## src/design/hfse_pkg.sv

```systemverilog
`timescale 1ns / 1ps
// ----------------------------------------------------------------------------
// hfse_pkg
// Shared types, constants and table functions of the Haar feature evaluator.
// ----------------------------------------------------------------------------
package hfse_pkg;

    localparam int COORD_W     = 5;
    localparam int LSUM_W      = 18;
    localparam int VAL_W       = 21;
    localparam int DIM_W       = 9;
    localparam int NUM_TERMS   = 9;
    localparam int TERM_IDX_W  = 4;
    localparam int PROD_W      = 9;
    localparam int MAG_W       = 8;
    localparam int RECIP_W     = 17;
    localparam int RECIP_SHIFT = 16;
    localparam int WT_W        = 4;
    localparam int CFG_ADDR_W  = 4;
    localparam int CFG_DATA_W  = 32;
    localparam int VAL_MAX     = 1048575;
    localparam int VAL_MIN     = -1048576;

    localparam logic [1:0] REG_KIND      = 2'd0;
    localparam logic [1:0] REG_ROW_SPLIT = 2'd1;
    localparam logic [1:0] REG_COL_SPLIT = 2'd2;

    localparam logic [2:0] KIND_NONE     = 3'd0;
    localparam logic [2:0] KIND_ROW2     = 3'd1;
    localparam logic [2:0] KIND_COL2     = 3'd2;
    localparam logic [2:0] KIND_ROW3     = 3'd3;
    localparam logic [2:0] KIND_COL3     = 3'd4;
    localparam logic [2:0] KIND_CHECK    = 3'd5;
    localparam logic [2:0] KIND_COL3_INV = 3'd6;
    localparam logic [2:0] KIND_ROW2_INV = 3'd7;

    localparam logic OP_LOAD = 1'b0;
    localparam logic OP_EVAL = 1'b1;

    typedef enum logic [1:0] {RS_T, RS_B, RS_R1, RS_R3} rsel_t;
    typedef enum logic [1:0] {CS_L, CS_R, CS_C1, CS_C2} csel_t;

    typedef enum logic [2:0] {
        ST_IDLE,
        ST_PROD,
        ST_QUOT,
        ST_READ,
        ST_DRAIN,
        ST_FINAL
    } state_t;

    typedef struct packed {
        rsel_t                  rsel;
        csel_t                  csel;
        logic signed [WT_W-1:0] wt;
    } term_t;

    typedef struct packed {
        logic [2:0] kind;
        logic [3:0] row_split;
        logic [3:0] col_split;
    } cfg_t;

    typedef struct packed {
        logic                  capture;
        logic                  load_wr;
        logic                  prod_en;
        logic                  quot_en;
        logic                  rd_en;
        logic [TERM_IDX_W-1:0] rd_idx;
        logic                  acc_clr;
        logic                  out_load;
    } dp_cmd_t;

    function automatic logic [3:0] clamp_div(input logic [3:0] v);
        logic [3:0] d;
        if (v < 4'd2) begin
            d = 4'd2;
        end else if (v > 4'd8) begin
            d = 4'd8;
        end else begin
            d = v;
        end
        return d;
    endfunction

    // Reciprocal scaled by 2**16 and rounded up; exact for products below 256.
    function automatic logic [RECIP_W-1:0] recip(input logic [3:0] d);
        logic [RECIP_W-1:0] m;
        unique case (d)
            4'd3:    m = 17'd21846;
            4'd4:    m = 17'd16384;
            4'd5:    m = 17'd13108;
            4'd6:    m = 17'd10923;
            4'd7:    m = 17'd9363;
            4'd8:    m = 17'd8192;
            default: m = 17'd32768;
        endcase
        return m;
    endfunction

    function automatic logic [COORD_W-1:0] split_point(
        input logic [COORD_W-1:0]       a,
        input logic signed [PROD_W-1:0] p,
        input logic [RECIP_W-1:0]       m
    );
        logic [MAG_W-1:0]           mag;
        logic [MAG_W+RECIP_W-1:0]   full;
        logic [MAG_W-1:0]           q;
        logic signed [PROD_W+1:0]   qs;
        logic signed [PROD_W+1:0]   sum;
        mag  = p[PROD_W-1] ? MAG_W'(-p) : MAG_W'(p);
        full = (MAG_W+RECIP_W)'(mag) * (MAG_W+RECIP_W)'(m);
        q    = full[RECIP_SHIFT +: MAG_W];
        qs   = (PROD_W+2)'(signed'({1'b0, q}));
        sum  = (PROD_W+2)'(signed'({1'b0, a})) + (p[PROD_W-1] ? -qs : qs);
        return sum[COORD_W-1:0];
    endfunction

    function automatic term_t mk_term(input rsel_t r, input csel_t c, input int w);
        term_t t;
        t.rsel = r;
        t.csel = c;
        t.wt   = WT_W'(w);
        return t;
    endfunction

    // Each feature kind is a weighted sum of at most nine integral words.
    function automatic term_t term_lookup(
        input logic [2:0]            kind,
        input logic [TERM_IDX_W-1:0] idx
    );
        term_t      t;
        logic       neg;
        logic [2:0] base;
        t    = mk_term(RS_T, CS_L, 0);
        neg  = (kind == KIND_ROW2_INV) || (kind == KIND_COL3_INV);
        base = (kind == KIND_ROW2_INV) ? KIND_ROW2 :
               (kind == KIND_COL3_INV) ? KIND_COL3 : kind;
        unique case (base)
            KIND_ROW2: begin
                case (idx)
                    4'd0: t = mk_term(RS_R1, CS_R, 2);
                    4'd1: t = mk_term(RS_R1, CS_L, -2);
                    4'd2: t = mk_term(RS_T,  CS_L, 1);
                    4'd3: t = mk_term(RS_T,  CS_R, -1);
                    4'd4: t = mk_term(RS_B,  CS_R, -1);
                    4'd5: t = mk_term(RS_B,  CS_L, 1);
                    default: ;
                endcase
            end
            KIND_COL2: begin
                case (idx)
                    4'd0: t = mk_term(RS_B, CS_C1, 2);
                    4'd1: t = mk_term(RS_T, CS_C1, -2);
                    4'd2: t = mk_term(RS_T, CS_L,  1);
                    4'd3: t = mk_term(RS_B, CS_L,  -1);
                    4'd4: t = mk_term(RS_B, CS_R,  -1);
                    4'd5: t = mk_term(RS_T, CS_R,  1);
                    default: ;
                endcase
            end
            KIND_ROW3: begin
                case (idx)
                    4'd0: t = mk_term(RS_R1, CS_R, 3);
                    4'd1: t = mk_term(RS_R1, CS_L, -3);
                    4'd2: t = mk_term(RS_R3, CS_L, 3);
                    4'd3: t = mk_term(RS_R3, CS_R, -3);
                    4'd4: t = mk_term(RS_T,  CS_L, 1);
                    4'd5: t = mk_term(RS_T,  CS_R, -1);
                    4'd6: t = mk_term(RS_B,  CS_R, 1);
                    4'd7: t = mk_term(RS_B,  CS_L, -1);
                    default: ;
                endcase
            end
            KIND_COL3: begin
                case (idx)
                    4'd0: t = mk_term(RS_B, CS_C1, 3);
                    4'd1: t = mk_term(RS_T, CS_C1, -3);
                    4'd2: t = mk_term(RS_T, CS_C2, 3);
                    4'd3: t = mk_term(RS_B, CS_C2, -3);
                    4'd4: t = mk_term(RS_T, CS_L,  1);
                    4'd5: t = mk_term(RS_B, CS_L,  -1);
                    4'd6: t = mk_term(RS_B, CS_R,  1);
                    4'd7: t = mk_term(RS_T, CS_R,  -1);
                    default: ;
                endcase
            end
            KIND_CHECK: begin
                case (idx)
                    4'd0: t = mk_term(RS_R1, CS_C1, 4);
                    4'd1: t = mk_term(RS_R1, CS_R,  -2);
                    4'd2: t = mk_term(RS_B,  CS_C1, -2);
                    4'd3: t = mk_term(RS_T,  CS_C1, -2);
                    4'd4: t = mk_term(RS_R1, CS_L,  -2);
                    4'd5: t = mk_term(RS_B,  CS_R,  1);
                    4'd6: t = mk_term(RS_T,  CS_L,  1);
                    4'd7: t = mk_term(RS_B,  CS_L,  1);
                    4'd8: t = mk_term(RS_T,  CS_R,  1);
                    default: ;
                endcase
            end
            default: ;
        endcase
        if (neg) begin
            t.wt = -t.wt;
        end
        return t;
    endfunction

endpackage

```

## src/design/hfse_ctrl.sv

```systemverilog
`timescale 1ns / 1ps
// ----------------------------------------------------------------------------
// hfse_ctrl
// Sequencer that accepts load requests and steps an evaluate request through split, read and result.
// ----------------------------------------------------------------------------
module hfse_ctrl (
    input  logic              aclk,
    input  logic              aresetn,
    input  logic              s_valid,
    input  logic              s_op,
    output logic              s_ready,
    input  logic              m_ready,
    output logic              m_valid,
    output hfse_pkg::dp_cmd_t cmd
);

    hfse_pkg::state_t                      state_reg, state_next;
    logic [hfse_pkg::TERM_IDX_W-1:0]       idx_reg, idx_next;
    logic                                  m_valid_reg, m_valid_next;
    logic                                  accept;
    logic                                  out_free;

    assign accept   = s_valid && s_ready;
    assign out_free = !m_valid_reg || m_ready;
    assign m_valid  = m_valid_reg;

    always_ff @(posedge aclk) begin
        if (!aresetn) begin
            state_reg   <= hfse_pkg::ST_IDLE;
            idx_reg     <= '0;
            m_valid_reg <= 1'b0;
        end else begin
            state_reg   <= state_next;
            idx_reg     <= idx_next;
            m_valid_reg <= m_valid_next;
        end
    end

    always_comb begin
        state_next = state_reg;
        idx_next   = idx_reg;
        unique case (state_reg)
            hfse_pkg::ST_IDLE: begin
                if (accept && s_op == hfse_pkg::OP_EVAL) begin
                    state_next = hfse_pkg::ST_PROD;
                end
            end
            hfse_pkg::ST_PROD: state_next = hfse_pkg::ST_QUOT;
            hfse_pkg::ST_QUOT: begin
                state_next = hfse_pkg::ST_READ;
                idx_next   = '0;
            end
            hfse_pkg::ST_READ: begin
                if (idx_reg == hfse_pkg::TERM_IDX_W'(hfse_pkg::NUM_TERMS - 1)) begin
                    state_next = hfse_pkg::ST_DRAIN;
                end else begin
                    idx_next = idx_reg + 1'b1;
                end
            end
            hfse_pkg::ST_DRAIN: state_next = hfse_pkg::ST_FINAL;
            hfse_pkg::ST_FINAL: begin
                if (out_free) begin
                    state_next = hfse_pkg::ST_IDLE;
                end
            end
            default: state_next = hfse_pkg::ST_IDLE;
        endcase
    end

    always_comb begin
        s_ready      = (state_reg == hfse_pkg::ST_IDLE);
        cmd          = '0;
        cmd.rd_idx   = idx_reg;
        m_valid_next = m_valid_reg && !m_ready;
        unique case (state_reg)
            hfse_pkg::ST_IDLE: begin
                cmd.capture = accept && s_op == hfse_pkg::OP_EVAL;
                cmd.load_wr = accept && s_op == hfse_pkg::OP_LOAD;
            end
            hfse_pkg::ST_PROD: cmd.prod_en = 1'b1;
            hfse_pkg::ST_QUOT: begin
                cmd.quot_en = 1'b1;
                cmd.acc_clr = 1'b1;
            end
            hfse_pkg::ST_READ: cmd.rd_en = 1'b1;
            hfse_pkg::ST_FINAL: begin
                cmd.out_load = out_free;
                if (out_free) begin
                    m_valid_next = 1'b1;
                end
            end
            default: ;
        endcase
    end

    a_no_overwrite: assert property (@(posedge aclk) disable iff (!aresetn)
        cmd.out_load |-> (!m_valid_reg || m_ready))
        else $error("result overwritten while still pending");

    a_idx_range: assert property (@(posedge aclk) disable iff (!aresetn)
        cmd.rd_en |-> (idx_reg < hfse_pkg::TERM_IDX_W'(hfse_pkg::NUM_TERMS)))
        else $error("read index beyond term list");

    a_eval_start: assert property (@(posedge aclk) disable iff (!aresetn)
        (accept && s_op == hfse_pkg::OP_EVAL) |=> (state_reg == hfse_pkg::ST_PROD))
        else $error("evaluate request did not start");

    a_read_end: assert property (@(posedge aclk) disable iff (!aresetn)
        (state_reg == hfse_pkg::ST_READ &&
         idx_reg == hfse_pkg::TERM_IDX_W'(hfse_pkg::NUM_TERMS - 1))
        |=> (state_reg == hfse_pkg::ST_DRAIN))
        else $error("read sequence did not end after last term");

endmodule

```

## config.mk

```make
export PLATFORM = sky130hd
export DESIGN_NAME = hfse_ctrl
export DESIGN_NICKNAME = d
export VERILOG_FILES = /design/src/design/hfse_pkg.sv /design/src/design/hfse_ctrl.sv
export SDC_FILE = /design/constraint.sdc
export NUM_CORES = 1
export LEC_CHECK = 0
export ABC_CLOCK_PERIOD_IN_PS = 1800
export BUFFER_PORTS_ARGS = -buffer_cell sky130_fd_sc_hd__buf_2
export CAP_MARGIN = 20
export CORE_AREA = 5 5 42 44
export CTS_CLUSTER_DIAMETER = 80
export DETAILED_ROUTE_END_ITERATION = 8
export DIE_AREA = 0 0 47 49
export SETUP_SLACK_MARGIN = 0.2
export SYNTH_ARGS = -nofsm -noshare
export SYNTH_HDL_FRONTEND = slang
export SYNTH_SLANG_ARGS = --single-unit
```

## constraint.sdc

```tcl
create_clock -name aclk -period 1.8 [get_ports aclk]
set_input_delay 0.18 -clock aclk [delete_from_list [all_inputs] [get_ports aclk]]
set_output_delay 0.18 -clock aclk [all_outputs]
set_load 0.01 [all_outputs]
```

==> results of run 1 <==
-- layout by cell type (no fill, tap or decap), types with 2 or more instances in the layout --
master and count:
dfxtp_1 7, clkbuf_4 3, nor2_1 3, nand3_1 5
buf_4 2, a21oi_1 3, buf_2 17, nand4_1 2
a31oi_1 3, and3_1 2, nand3b_1 3, ha_1 2
nor2b_1 3, inv_1 5, nand2_1 5
-- what timing repair did --
| action | 4_1_cts | 5_1_grt |
|---|---|---|
| gates resized for setup | 1 | 3 |
| setup endpoints to repair | 1 | 2 |
| buffers inserted | 0 | 0 |
| endpoints found under the hold margin | 0 | 0 |
-- critical path: cells and delay by family (launching register included) --
family                   cells  cell delay (ns)
adder cells (fa/ha/maj)      1             0.20
AO/OA/AOI/OAI                1             0.14
flip-flops                   1             0.37
buffers and inverters        1             0.06
AND/OR/NAND/NOR              2             0.72
-- routing by layer --
| metal | vias to the layer above | GRT usage [%] | part of all wire, % |
|---|---|---|---|
| met5 | - | 0 | 0 |
| met2 | 16 | 16.29 | 47 |
| li1 | 256 | - | - |
| met1 | 228 | 13.91 | 44 |
| met4 | 0 | 1.382 | 0 |
| met3 | 0 | 7.011 | 8.1 |
-- power groups by stage --
stage	Sequential (µW)	Clock, µW	Combinational, µW
2_1_floorplan	193	0	68.6
3_3_place_gp	207	0	84.9
3_5_place_dp	206	0	85.4
4_1_cts	203	144	85.6
5_1_grt	205	154	97.1
6_report	203	136	86.6
-- path summary, 6_finish.rpt --
kind	start	to	slack [ns]
hold reg to reg	idx_reg[0]	idx_reg[0]	0.52
setup / recovery	idx_reg[0]	idx_reg[2]	0.25
hold / removal	aresetn	state_reg[2]	0.18
setup reg to reg	idx_reg[0]	idx_reg[2]	0.25
-- area by class of cell --
type                            count  area (µm²)
Tap cell                           16       20.02
Inverter                            5       18.77
Multi-Input combinational cell     44       290.3
Fill cell                         171       785.8
Clock buffer                        3       22.52
Sequential cell                     8       163.9
Timing Repair Buffer               19       100.1
-- through the flow --
step / area, µm² / worst slack [ns] / power [µW] / util, %
after global routing: 615.6 / 0.1979 / 455.9 / 43.93
after detailed placement: 583.1 / 0.2033 / 291.9 / 41.61
after floorplan: 494.2 / 0.2459 / 261.3 / -
after CTS: 606.8 / 0.2425 / 432.3 / 43.30
final: 615.6 / 0.2474 / 426.4 / 43.93
after global placement: 583.1 / 0.2620 / 291.5 / 41.61
-- logic make-up (layout without fill, tap and decap cells) --
logic type	after synthesis	after routing
simple gates	30	30
compound gates	12	12
buf+inv	10	27
flops	8	8
fa+ha+maj	2	2
==> impl_table.tex, run 1 <==
\begin{tabular}{lr}
\hline
Metric & Value \\
\hline
\multicolumn{2}{l}{\textbf{Final layout}} \\
\quad Fraction of layout cells with a size suffix above 1 & 32.91\% \\
\quad Final net count & 88 \\
\quad Max reg flops & 4 \\
\quad Antenna diode count & 0 \\
\quad Area added between synthesis and finish & 24.56\% \\
\quad Filler-free cell count of the finished design & 95 \\
\multicolumn{2}{l}{\textbf{Synth}} \\
\quad Per-instance average area after synthesis & 7.971 µm² \\
\quad Most numerous cell types in the synthesized netlist & dfxtp\_1, inv\_1, nand2\_1, nand3\_1 \\
\quad Synth Area in Adders & 5.063\% \\
\quad Proportion of netlist area held by the largest area contributor & 32.41\% \\
\quad Post-synthesis net count & 69 \\
\quad Simple-gate share of the synthesized area & 35.70\% \\
\quad Number of warnings reported in the yosys synthesis log & 0 \\
\quad Proportion of register bits with asynchronous set or reset after synthesis & 0\% \\
\quad Post-synthesis mux area share & 0\% \\
\quad Synthesized-area fraction occupied by ao, oa, aoi and oai cells & 16.71\% \\
\quad Number of flops mapped to enable cells by yosys & 0 \\
\quad Count of distinct cell types in the synthesized netlist & 29 \\
\quad Main combinational cell family by area after synthesis & simple AND/OR/NAND/NOR gates \\
\quad Most used DFF post-synth & dfxtp\_1 \\
\quad Syn Inst Count & 62 \\
\quad Synth top area cells & dfxtp\_1, ha\_1, nand3\_1 \\
\quad Sequential-to-total area share from yosys stat & 32.41\% \\
\quad XOR/XNOR Fraction of Synth Area & 0\% \\
\quad Library cell occupying the most area in the post-synthesis netlist & dfxtp\_1 \\
\quad Most repeated cell in the gate-level netlist after synthesis & dfxtp\_1 \\
\quad FF+latch count, synth & 8 \\
\quad Post-synthesis cell area & 494.2 µm² \\
\multicolumn{2}{l}{\textbf{Timing}} \\
\quad Setup tns final & 0 ns \\
\quad Highest Clock Rate & 0.6441 GHz \\
\quad Tightest hold margin & 0.1783 ns \\
\quad Final-report setup violation count & 0 \\
\quad Number of pins with negative max-slew slack in the final report & 0 \\
\quad Worst slew margin & 72.76\% \\
\quad Time the worst path needs with I/O delays and setup & 1.553 ns \\
\quad Final count of hold timing violations & 0 \\
\quad Worst Clk Skew & 0.003697 ns \\
\quad Worst-margin pin slew & 0.3983 ns \\
\quad Tcrit/Tclk final & 86.26\% \\
\quad Unrepaired setup endpoints after global routing & true \\
\multicolumn{2}{l}{\textbf{CTS}} \\
\quad Clk Latency, worst-skew pair & 0.25 ns \\
\quad Number of buffers created by CTS & 3 \\
\quad Worst-case clock buffer depth & 2 \\
\quad Clock tree root buffer cell & clkbuf\_4 \\
\quad Number of clock sinks & 8 \\
\quad Clock slew at reported path FFs & 0.06 ns \\
\quad TritonCTS clock tree & built \\
\quad H-tree depth & 1 \\
\quad Hold buffers post-CTS & 0 \\
\multicolumn{2}{l}{\textbf{Floorplan}} \\
\quad Rows & 14 \\
\quad Die Width & 47 µm \\
\quad Height of the die & 49 µm \\
\quad Starting density of the core & 35.27\% \\
\quad Standard cell core area & 1401 µm² \\
\quad IO Count & 18 \\
\quad Total Die Area & 2303 µm² \\
\multicolumn{2}{l}{\textbf{Worst setup path}} \\
\quad Endpoint required time on the critical path & 1.98 ns \\
\quad Critical Path End Type & register \\
\quad WP data arrival & 1.73 ns \\
\quad Slowest cell delay on critical path & 0.47 ns \\
\quad Critical path peak fanout & 6 \\
\quad Worst path cell trace & inv\_1 > ha\_1 > and3b\_2 > or4\_1 > a21oi\_1 \\
\quad Library cell contributing the largest single delay on the critical path & or4\_1 \\
\quad Worst Reg-to-Reg Cells & 5 \\
\quad Crit path launch type & register \\
\quad Crit Path Category & register to register \\
\multicolumn{2}{l}{\textbf{Power and ir drop}} \\
\quad PD cells & 692.7 nW/µm² \\
\quad Switching portion of total power & 29.44\% \\
\quad Internal power contribution & 300.9 µW \\
\quad Sequential Power Share & 47.7\% \\
\quad Combinational share of power & 20.3\% \\
\quad Relative contribution of the clock network to total power & 32.0\% \\
\quad Net Switching & 125.6 µW \\
\quad Leak pwr & 0.0002741 µW \\
\quad Worst voltage drop across the vdd grid & 0.3432 mV \\
\multicolumn{2}{l}{\textbf{Hold path}} \\
\quad Kind of path behind the tightest hold check & input pin to register \\
\quad Number of cells on the worst hold path & 2 \\
\multicolumn{2}{l}{\textbf{Routing}} \\
\quad Count of nets left with antenna violations after detail routing & 0 \\
\quad Detailed-route via count & 500 \\
\quad Length of the first detailed-routing pass in iterations & 4 \\
\quad Detailed-route vias per instance & 5.263 \\
\quad DRC viols & 0 \\
\quad Initial detailed-routing violation count & 7 \\
\quad Routed Wire Length & 1156 µm \\
\quad Routed len/inst & 12.17 µm \\
\multicolumn{2}{l}{\textbf{GRT}} \\
\quad First-pass GRT wire length & 1863 µm \\
\quad Initial antenna violation count & 0 \\
\quad Maximum number of pins on one net before global-route repair & 12 \\
\quad Overall routing resource usage & 11.07\% \\
\quad Number of global-route vias before repair & 408 \\
\quad Total gr overflow & 0 \\
\multicolumn{2}{l}{\textbf{Outcome}} \\
\quad Result of the run & complete, no violations \\
\multicolumn{2}{l}{\textbf{Place}} \\
\quad Detailed-placement wirelength estimate & 859.8 µm \\
\quad Inst Count DP & 92 \\
\quad Number of buffer cells added on primary ports & 17 \\
\quad Last weighted congestion value of the routability-driven placer & 0.7262 \\
\multicolumn{2}{l}{\textbf{Run}} \\
\quad Number of max-cap violations & 0 \\
\hline
\end{tabular}
Note: power is estimated with default switching activity, not from simulation.
==> run 2: changes to the inputs <==
Settings changed: ABC_CLOCK_PERIOD_IN_PS 1800 to 1500.
Clock period 1.8 ns to 1.5 ns, I/O delays scaled along.
==> run 2 against run 1 <==
- worst setup slack worse by 0.11 ns
- die area stayed put
- sequential cell count unchanged
- cell count up 7.4%
- clock power grew 39%
- total power increased by 32%
- non-clock buffer count is 6 higher
- via count rose by 7.4%
- sequential share of layout area down 1.8 points
==> impl_table.tex, run 2 (synthesis gave the netlist of run 1 again) <==
\begin{tabular}{lr}
\hline
Metric & Value \\
\hline
\multicolumn{2}{l}{\textbf{CTS}} \\
\quad H-tree depth & 1 \\
\quad Clock tree root buffer cell & clkbuf\_4 \\
\quad TritonCTS clock tree & built \\
\quad Number of clock sinks & 8 \\
\quad Clock slew at reported path FFs & 0.07 ns \\
\quad Number of buffers created by CTS & 3 \\
\quad Hold buffers post-CTS & 0 \\
\quad Clk Latency, worst-skew pair & 0.26 ns \\
\quad Worst-case clock buffer depth & 2 \\
\multicolumn{2}{l}{\textbf{Final layout}} \\
\quad Max reg flops & 4 \\
\quad Fill cells & 155 \\
\quad Area of the multi-input gates & 305.3 µm² \\
\quad Fraction of layout cells with a size suffix above 1 & 46.51\% \\
\quad Antenna diode count & 0 \\
\quad Register cell area after layout & 171.4 µm² \\
\quad Final net count & 94 \\
\quad Most frequent standard cell in the layout excluding fill and tap cells & buf\_2 \\
\quad Top library cells by usage in the layout, fill and taps aside & buf\_2, buf\_4, nand2\_1, nand3\_1 \\
\quad Core utilization of the finished layout & 49.29\% \\
\quad Area added between synthesis and finish & 39.75\% \\
\multicolumn{2}{l}{\textbf{Floorplan}} \\
\quad Starting density of the core & 35.27\% \\
\quad Total Die Area & 2303 µm² \\
\quad Height of the die & 49 µm \\
\quad Standard cell core area & 1401 µm² \\
\quad Rows & 14 \\
\quad IO Count & 18 \\
\quad Die Width & 47 µm \\
\multicolumn{2}{l}{\textbf{GRT}} \\
\quad Total gr overflow & 0 \\
\quad Initial antenna violation count & 0 \\
\quad Maximum number of pins on one net before global-route repair & 12 \\
\quad Number of global-route vias before repair & 503 \\
\quad Overall routing resource usage & 13.05\% \\
\quad First-pass GRT wire length & 2180 µm \\
\multicolumn{2}{l}{\textbf{Timing}} \\
\quad Unrepaired setup endpoints after global routing & true \\
\quad Worst slew margin & 75.64\% \\
\quad Setup tns final & 0 ns \\
\quad PnR worst setup slack & 0.1349 ns \\
\quad Highest Clock Rate & 0.7325 GHz \\
\quad Time the worst path needs with I/O delays and setup & 1.365 ns \\
\quad Tightest hold margin & 0.1452 ns \\
\quad Number of pins with negative max-slew slack in the final report & 0 \\
\quad Final count of hold timing violations & 0 \\
\quad Tcrit/Tclk final & 91.01\% \\
\quad Worst-margin pin slew & 0.3561 ns \\
\quad Worst Clk Skew & 0.009710 ns \\
\quad Final-report setup violation count & 0 \\
\multicolumn{2}{l}{\textbf{Place}} \\
\quad Last weighted congestion value of the routability-driven placer & 0.8070 \\
\quad DP Worst Slack & 0.08042 ns \\
\quad Number of buffer cells added on primary ports & 17 \\
\quad Detailed-placement wirelength estimate & 899.8 µm \\
\multicolumn{2}{l}{\textbf{Routing}} \\
\quad DRC viols & 0 \\
\quad Initial detailed-routing violation count & 5 \\
\quad Routed len/inst & 13.41 µm \\
\quad Routed Wire Length & 1368 µm \\
\quad Detailed-route via count & 537 \\
\quad Detailed-route vias per instance & 5.265 \\
\quad Length of the first detailed-routing pass in iterations & 4 \\
\quad Count of nets left with antenna violations after detail routing & 0 \\
\multicolumn{2}{l}{\textbf{Power and ir drop}} \\
\quad PD cells & 813.3 nW/µm² \\
\quad Worst voltage drop across the vdd grid & 0.4244 mV \\
\quad Leak pwr & 0.0003114 µW \\
\quad Total power consumption of the routed design & 561.7 µW \\
\multicolumn{2}{l}{\textbf{Run}} \\
\quad Number of max-cap violations & 0 \\
\multicolumn{2}{l}{\textbf{Worst setup path}} \\
\quad Library cell contributing the largest single delay on the critical path & or4\_1 \\
\quad Reg-to-reg slack, setup & 0.13 ns \\
\quad Count of buffering cells on the critical path with inverters included & 1 \\
\quad Endpoint required time on the critical path & 1.69 ns \\
\quad Worst path cell trace & inv\_2 > ha\_2 > and3b\_2 > or4\_1 > a21oi\_1 \\
\quad Critical path peak fanout & 3 \\
\quad Crit path launch type & register \\
\quad WP data arrival & 1.56 ns \\
\quad Critical Path End Type & register \\
\quad Slowest cell delay on critical path & 0.39 ns \\
\quad Crit Path Category & register to register \\
\quad Kind of cell adding the most delay to the critical path & simple AND/OR/NAND/NOR gates \\
\multicolumn{2}{l}{\textbf{Outcome}} \\
\quad Result of the run & complete, no violations \\
\multicolumn{2}{l}{\textbf{Hold path}} \\
\quad Kind of path behind the tightest hold check & input pin to register \\
\hline
\end{tabular}
-- run 2: cell count changes in the layout (fill, tap and decap cells not counted), sizes merged --
| cell | before | now |
|---|---|---|
| clkbuf | 3 | 4 |
| buf | 19 | 25 |
-- run 2: path summary, 6_finish.rpt --
kind / startpoint / to / cells after the start
max: idx_reg[1] / idx_reg[2] / 5
min: aresetn / state_reg[2] / 2
max reg2reg: idx_reg[1] / idx_reg[2] / 5
min reg2reg: idx_reg[3] / idx_reg[3] / 2
-- run 2: through the flow --
stage	std cells	instance area (µm²)
5_1_grt	102	690.7
4_1_cts	102	674.4
2_1_floorplan	62	505.5
3_3_place_gp	93	601.8
3_5_place_dp	93	601.8
6_report	102	690.7
-- run 2: routing by layer --
layer / wire [µm] / GRT usage, %
met5: 0 / 0
met3: 123 / 7.380
met1: 532 / 15.89
met2: 675 / 18.10
met4: 36 / 5.991
-- run 2: report_power, final --
group / internal [µW] / switching (µW) / leakage (µW)
combinational: 66.8 / 65.8 / 0.000229
clock: 102 / 86.3 / 0.0000150
sequential: 220 / 20.5 / 0.0000677
total: 389 / 173 / 0.000311
-- run 2: final cells by class --
cell class	count	share of cell area (%)
clock buffers	4	3.804
inverters	5	2.717
multi-input cells	44	44.20
flip-flops and latches	8	24.82
well taps	16	2.899
repair buffers	25	21.56
-- run 2: what timing repair did --
item / in CTS / in global routing
pin swaps: 1 / 2
endpoints found under the setup margin: 6 / 8
buffers inserted: 5 / 0
resized for setup: 4 / 3
==> run 3: changes to the inputs <==
Settings changed: CELL_PAD_IN_SITES_DETAIL_PLACEMENT set to 2, CELL_PAD_IN_SITES_GLOBAL_PLACEMENT set to 2, CORE_AREA 5 5 42 44 to not set, CORE_MARGIN set to 5, CORE_UTILIZATION set to 25, DIE_AREA 0 0 47 49 to not set, PLACE_DENSITY_LB_ADDON set to 0.1.
==> run 3 against run 2 <==
- cell count rose by 20%
- clock-buffer cell count did not move
- sequential power barely moved
- sequential share of layout area fell by 3.4 points
- wire length rose by 51%
- worst setup slack got worse by 0.046 ns
- clock power rose by 4%
- register-to-register slack got worse by 0.05 ns
- die area rose by 29%
- core utilization fell by 6.5 points
- first-iteration DRC count fell by 20%
- critical path type unchanged
- critical endpoint unchanged
- highest routed layer unchanged
==> impl_table.tex, run 3 (synthesis gave the netlist of run 1 again) <==
\begin{tabular}{lr}
\hline
Metric & Value \\
\hline
\multicolumn{2}{l}{\textbf{Routing}} \\
\quad Routed met3 length & 99 µm \\
\quad Detailed-route via count & 605 \\
\quad Length of the first detailed-routing pass in iterations & 3 \\
\quad Met2 wire len & 1074 µm \\
\quad Routed Wire Length & 2059 µm \\
\quad Initial detailed-routing violation count & 4 \\
\quad Detailed-route vias per instance & 4.959 \\
\quad DRC viols & 0 \\
\quad Wire length on met1 & 828 µm \\
\quad Routed len/inst & 16.88 µm \\
\quad Count of nets left with antenna violations after detail routing & 0 \\
\quad Uppermost layer routed & met4 \\
\multicolumn{2}{l}{\textbf{Worst setup path}} \\
\quad Startpoint of the lowest-slack register-to-register path & idx\_reg[0] \\
\quad Critical Path End Type & register \\
\quad Reg-to-reg slack, setup & 0.09 ns \\
\quad Worst setup path end & idx\_reg[2] \\
\quad Critical path startpoint & idx\_reg[0] \\
\quad WP data arrival & 1.61 ns \\
\quad Crit path launch type & register \\
\quad Crit Path Category & register to register \\
\quad Critical path peak fanout & 4 \\
\quad Worst Reg-to-Reg Cells & 5 \\
\quad Endpoint required time on the critical path & 1.70 ns \\
\quad Worst reg2reg endpoint & idx\_reg[2] \\
\multicolumn{2}{l}{\textbf{Final layout}} \\
\quad Fill cells & 235 \\
\quad Register cell area after layout & 176.4 µm² \\
\quad Fraction of layout cells with a size suffix above 1 & 53.68\% \\
\quad Final net count & 103 \\
\quad Antenna diode count & 0 \\
\quad Most frequent standard cell in the layout excluding fill and tap cells & buf\_2 \\
\quad Area of the multi-input gates & 327.8 µm² \\
\quad Max reg flops & 4 \\
\quad Area added between synthesis and finish & 66.33\% \\
\quad Top library cells by usage in the layout, fill and taps aside & buf\_2, buf\_4, nand2\_1, nand3\_1, buf\_6 \\
\multicolumn{2}{l}{\textbf{Timing}} \\
\quad Worst Clk Skew & 0.009391 ns \\
\quad Final count of hold timing violations & 0 \\
\quad Worst slew margin & 75.00\% \\
\quad Tcrit/Tclk final & 94.07\% \\
\quad Setup tns final & 0 ns \\
\quad Worst-margin pin slew & 0.3655 ns \\
\quad Highest Clock Rate & 0.7087 GHz \\
\quad Unrepaired setup endpoints after global routing & true \\
\quad Number of pins with negative max-slew slack in the final report & 0 \\
\quad Time the worst path needs with I/O delays and setup & 1.411 ns \\
\quad Final-report setup violation count & 0 \\
\multicolumn{2}{l}{\textbf{Place}} \\
\quad Detailed-placement wirelength estimate & 1268 µm \\
\quad Last weighted congestion value of the routability-driven placer & 0.7469 \\
\quad Number of buffer cells added on primary ports & 17 \\
\multicolumn{2}{l}{\textbf{Power and ir drop}} \\
\quad Worst voltage drop across the vdd grid & 0.3669 mV \\
\quad Switching portion of total power & 32.32\% \\
\quad Net Switching & 203.0 µW \\
\quad Total power consumption of the routed design & 628.3 µW \\
\quad Combinational share of power & 30.4\% \\
\quad Leak pwr & 0.0003673 µW \\
\quad Sequential Power Share & 38.3\% \\
\quad PD cells & 764.3 nW/µm² \\
\quad Relative contribution of the clock network to total power & 31.3\% \\
\quad Internal power contribution & 425.2 µW \\
\multicolumn{2}{l}{\textbf{Hold path}} \\
\quad Kind of path behind the tightest hold check & input pin to register \\
\multicolumn{2}{l}{\textbf{CTS}} \\
\quad Worst-case clock buffer depth & 2 \\
\quad TritonCTS clock tree & built \\
\quad H-tree depth & 1 \\
\quad Clk Latency, worst-skew pair & 0.27 ns \\
\quad Clock slew at reported path FFs & 0.07 ns \\
\quad Number of clock sinks & 8 \\
\quad Hold buffers post-CTS & 0 \\
\quad Number of buffers created by CTS & 3 \\
\quad Clock tree root buffer cell & clkbuf\_4 \\
\multicolumn{2}{l}{\textbf{Floorplan}} \\
\quad Standard cell core area & 1922 µm² \\
\quad Rows & 16 \\
\quad Height of the die & 54.46 µm \\
\quad Total Die Area & 2966 µm² \\
\quad Die Width & 54.46 µm \\
\quad IO Count & 18 \\
\quad Starting density of the core & 25.72\% \\
\multicolumn{2}{l}{\textbf{Run}} \\
\quad Number of max-cap violations & 0 \\
\multicolumn{2}{l}{\textbf{Outcome}} \\
\quad Result of the run & complete, no violations \\
\multicolumn{2}{l}{\textbf{GRT}} \\
\quad First-pass GRT wire length & 2856 µm \\
\quad Total gr overflow & 0 \\
\quad Maximum number of pins on one net before global-route repair & 11 \\
\quad Number of global-route vias before repair & 640 \\
\quad Overall routing resource usage & 13.89\% \\
\quad Initial antenna violation count & 0 \\
\hline
\end{tabular}
==> run 3: changes by cell type in the layout (fill, tap and decap cells not counted), sizes merged <==
| cell | delta |
|---|---|
| buf | +9 |
==> run 3: per-stage QoR <==
step	std cells	hold slack, ns	instance area, µm²	worst slack, ns	utilization [%]
2_1_floorplan	62	0.2677	505.5	0.1288	-
4_1_cts	114	0.1322	715.7	0.1125	37.24
5_1_grt	122	0.1219	822.0	0.04605	42.77
6_report	122	0.1322	822.0	0.08899	42.77
3_5_place_dp	105	0.4242	623.1	0.07771	32.42
3_3_place_gp	105	0.4225	623.1	0.1100	32.42
==> run 3: worst max-delay path: stages (launching register included) <==
cell and delay (ns):
dfxtp_4 0.37, inv_4 0.04, ha_4 0.14, and3b_2 0.21
or4_1 0.41, a21oi_1 0.16
==> run 3: how the worst min path moves through the flow <==
stage	startpoint	endpoint	cells past startpoint
6_report	aresetn	state_reg[2]	2
5_1_grt	aresetn	state_reg[2]	2
4_1_cts	aresetn	state_reg[2]	2
3_5_place_dp	aresetn	state_reg[2]	2
3_3_place_gp	aresetn	state_reg[2]	2
2_1_floorplan	aresetn	state_reg[2]	1
==> run 3: power by group through the flow <==
stage / logic (µW) / clock network (µW) / registers, µW
global placement: 124 / 0 / 241
CTS: 142 / 204 / 240
global route: 209 / 218 / 243
floorplan: 82.6 / 0 / 229
finish: 191 / 197 / 241
detailed placement: 127 / 0 / 241
==> run 3: area by class of cell <==
cell class | instances | area share [%]
multi-input combinational | 44 | 39.88
timing repair buffer | 34 | 28.77
clock buffer | 4 | 3.196
sequential | 8 | 21.46
inverter | 5 | 2.588
tap | 27 | 4.110
==> run 3: per-layer routing <==
| layer | track usage, % | vias up |
|---|---|---|
| met3 | 4.087 | 8 |
| li1 | - | 288 |
| met5 | 0 | - |
| met4 | 4.564 | 0 |
| met2 | 25.90 | 14 |
| met1 | 14.68 | 295 |
==> run 3: what timing repair did <==
action / 4_1_cts / 5_1_grt
endpoints found under the setup margin: 8 / 11
pin swaps: 1 / 3
setup buffers: 5 / 8
resized for setup: 9 / 9
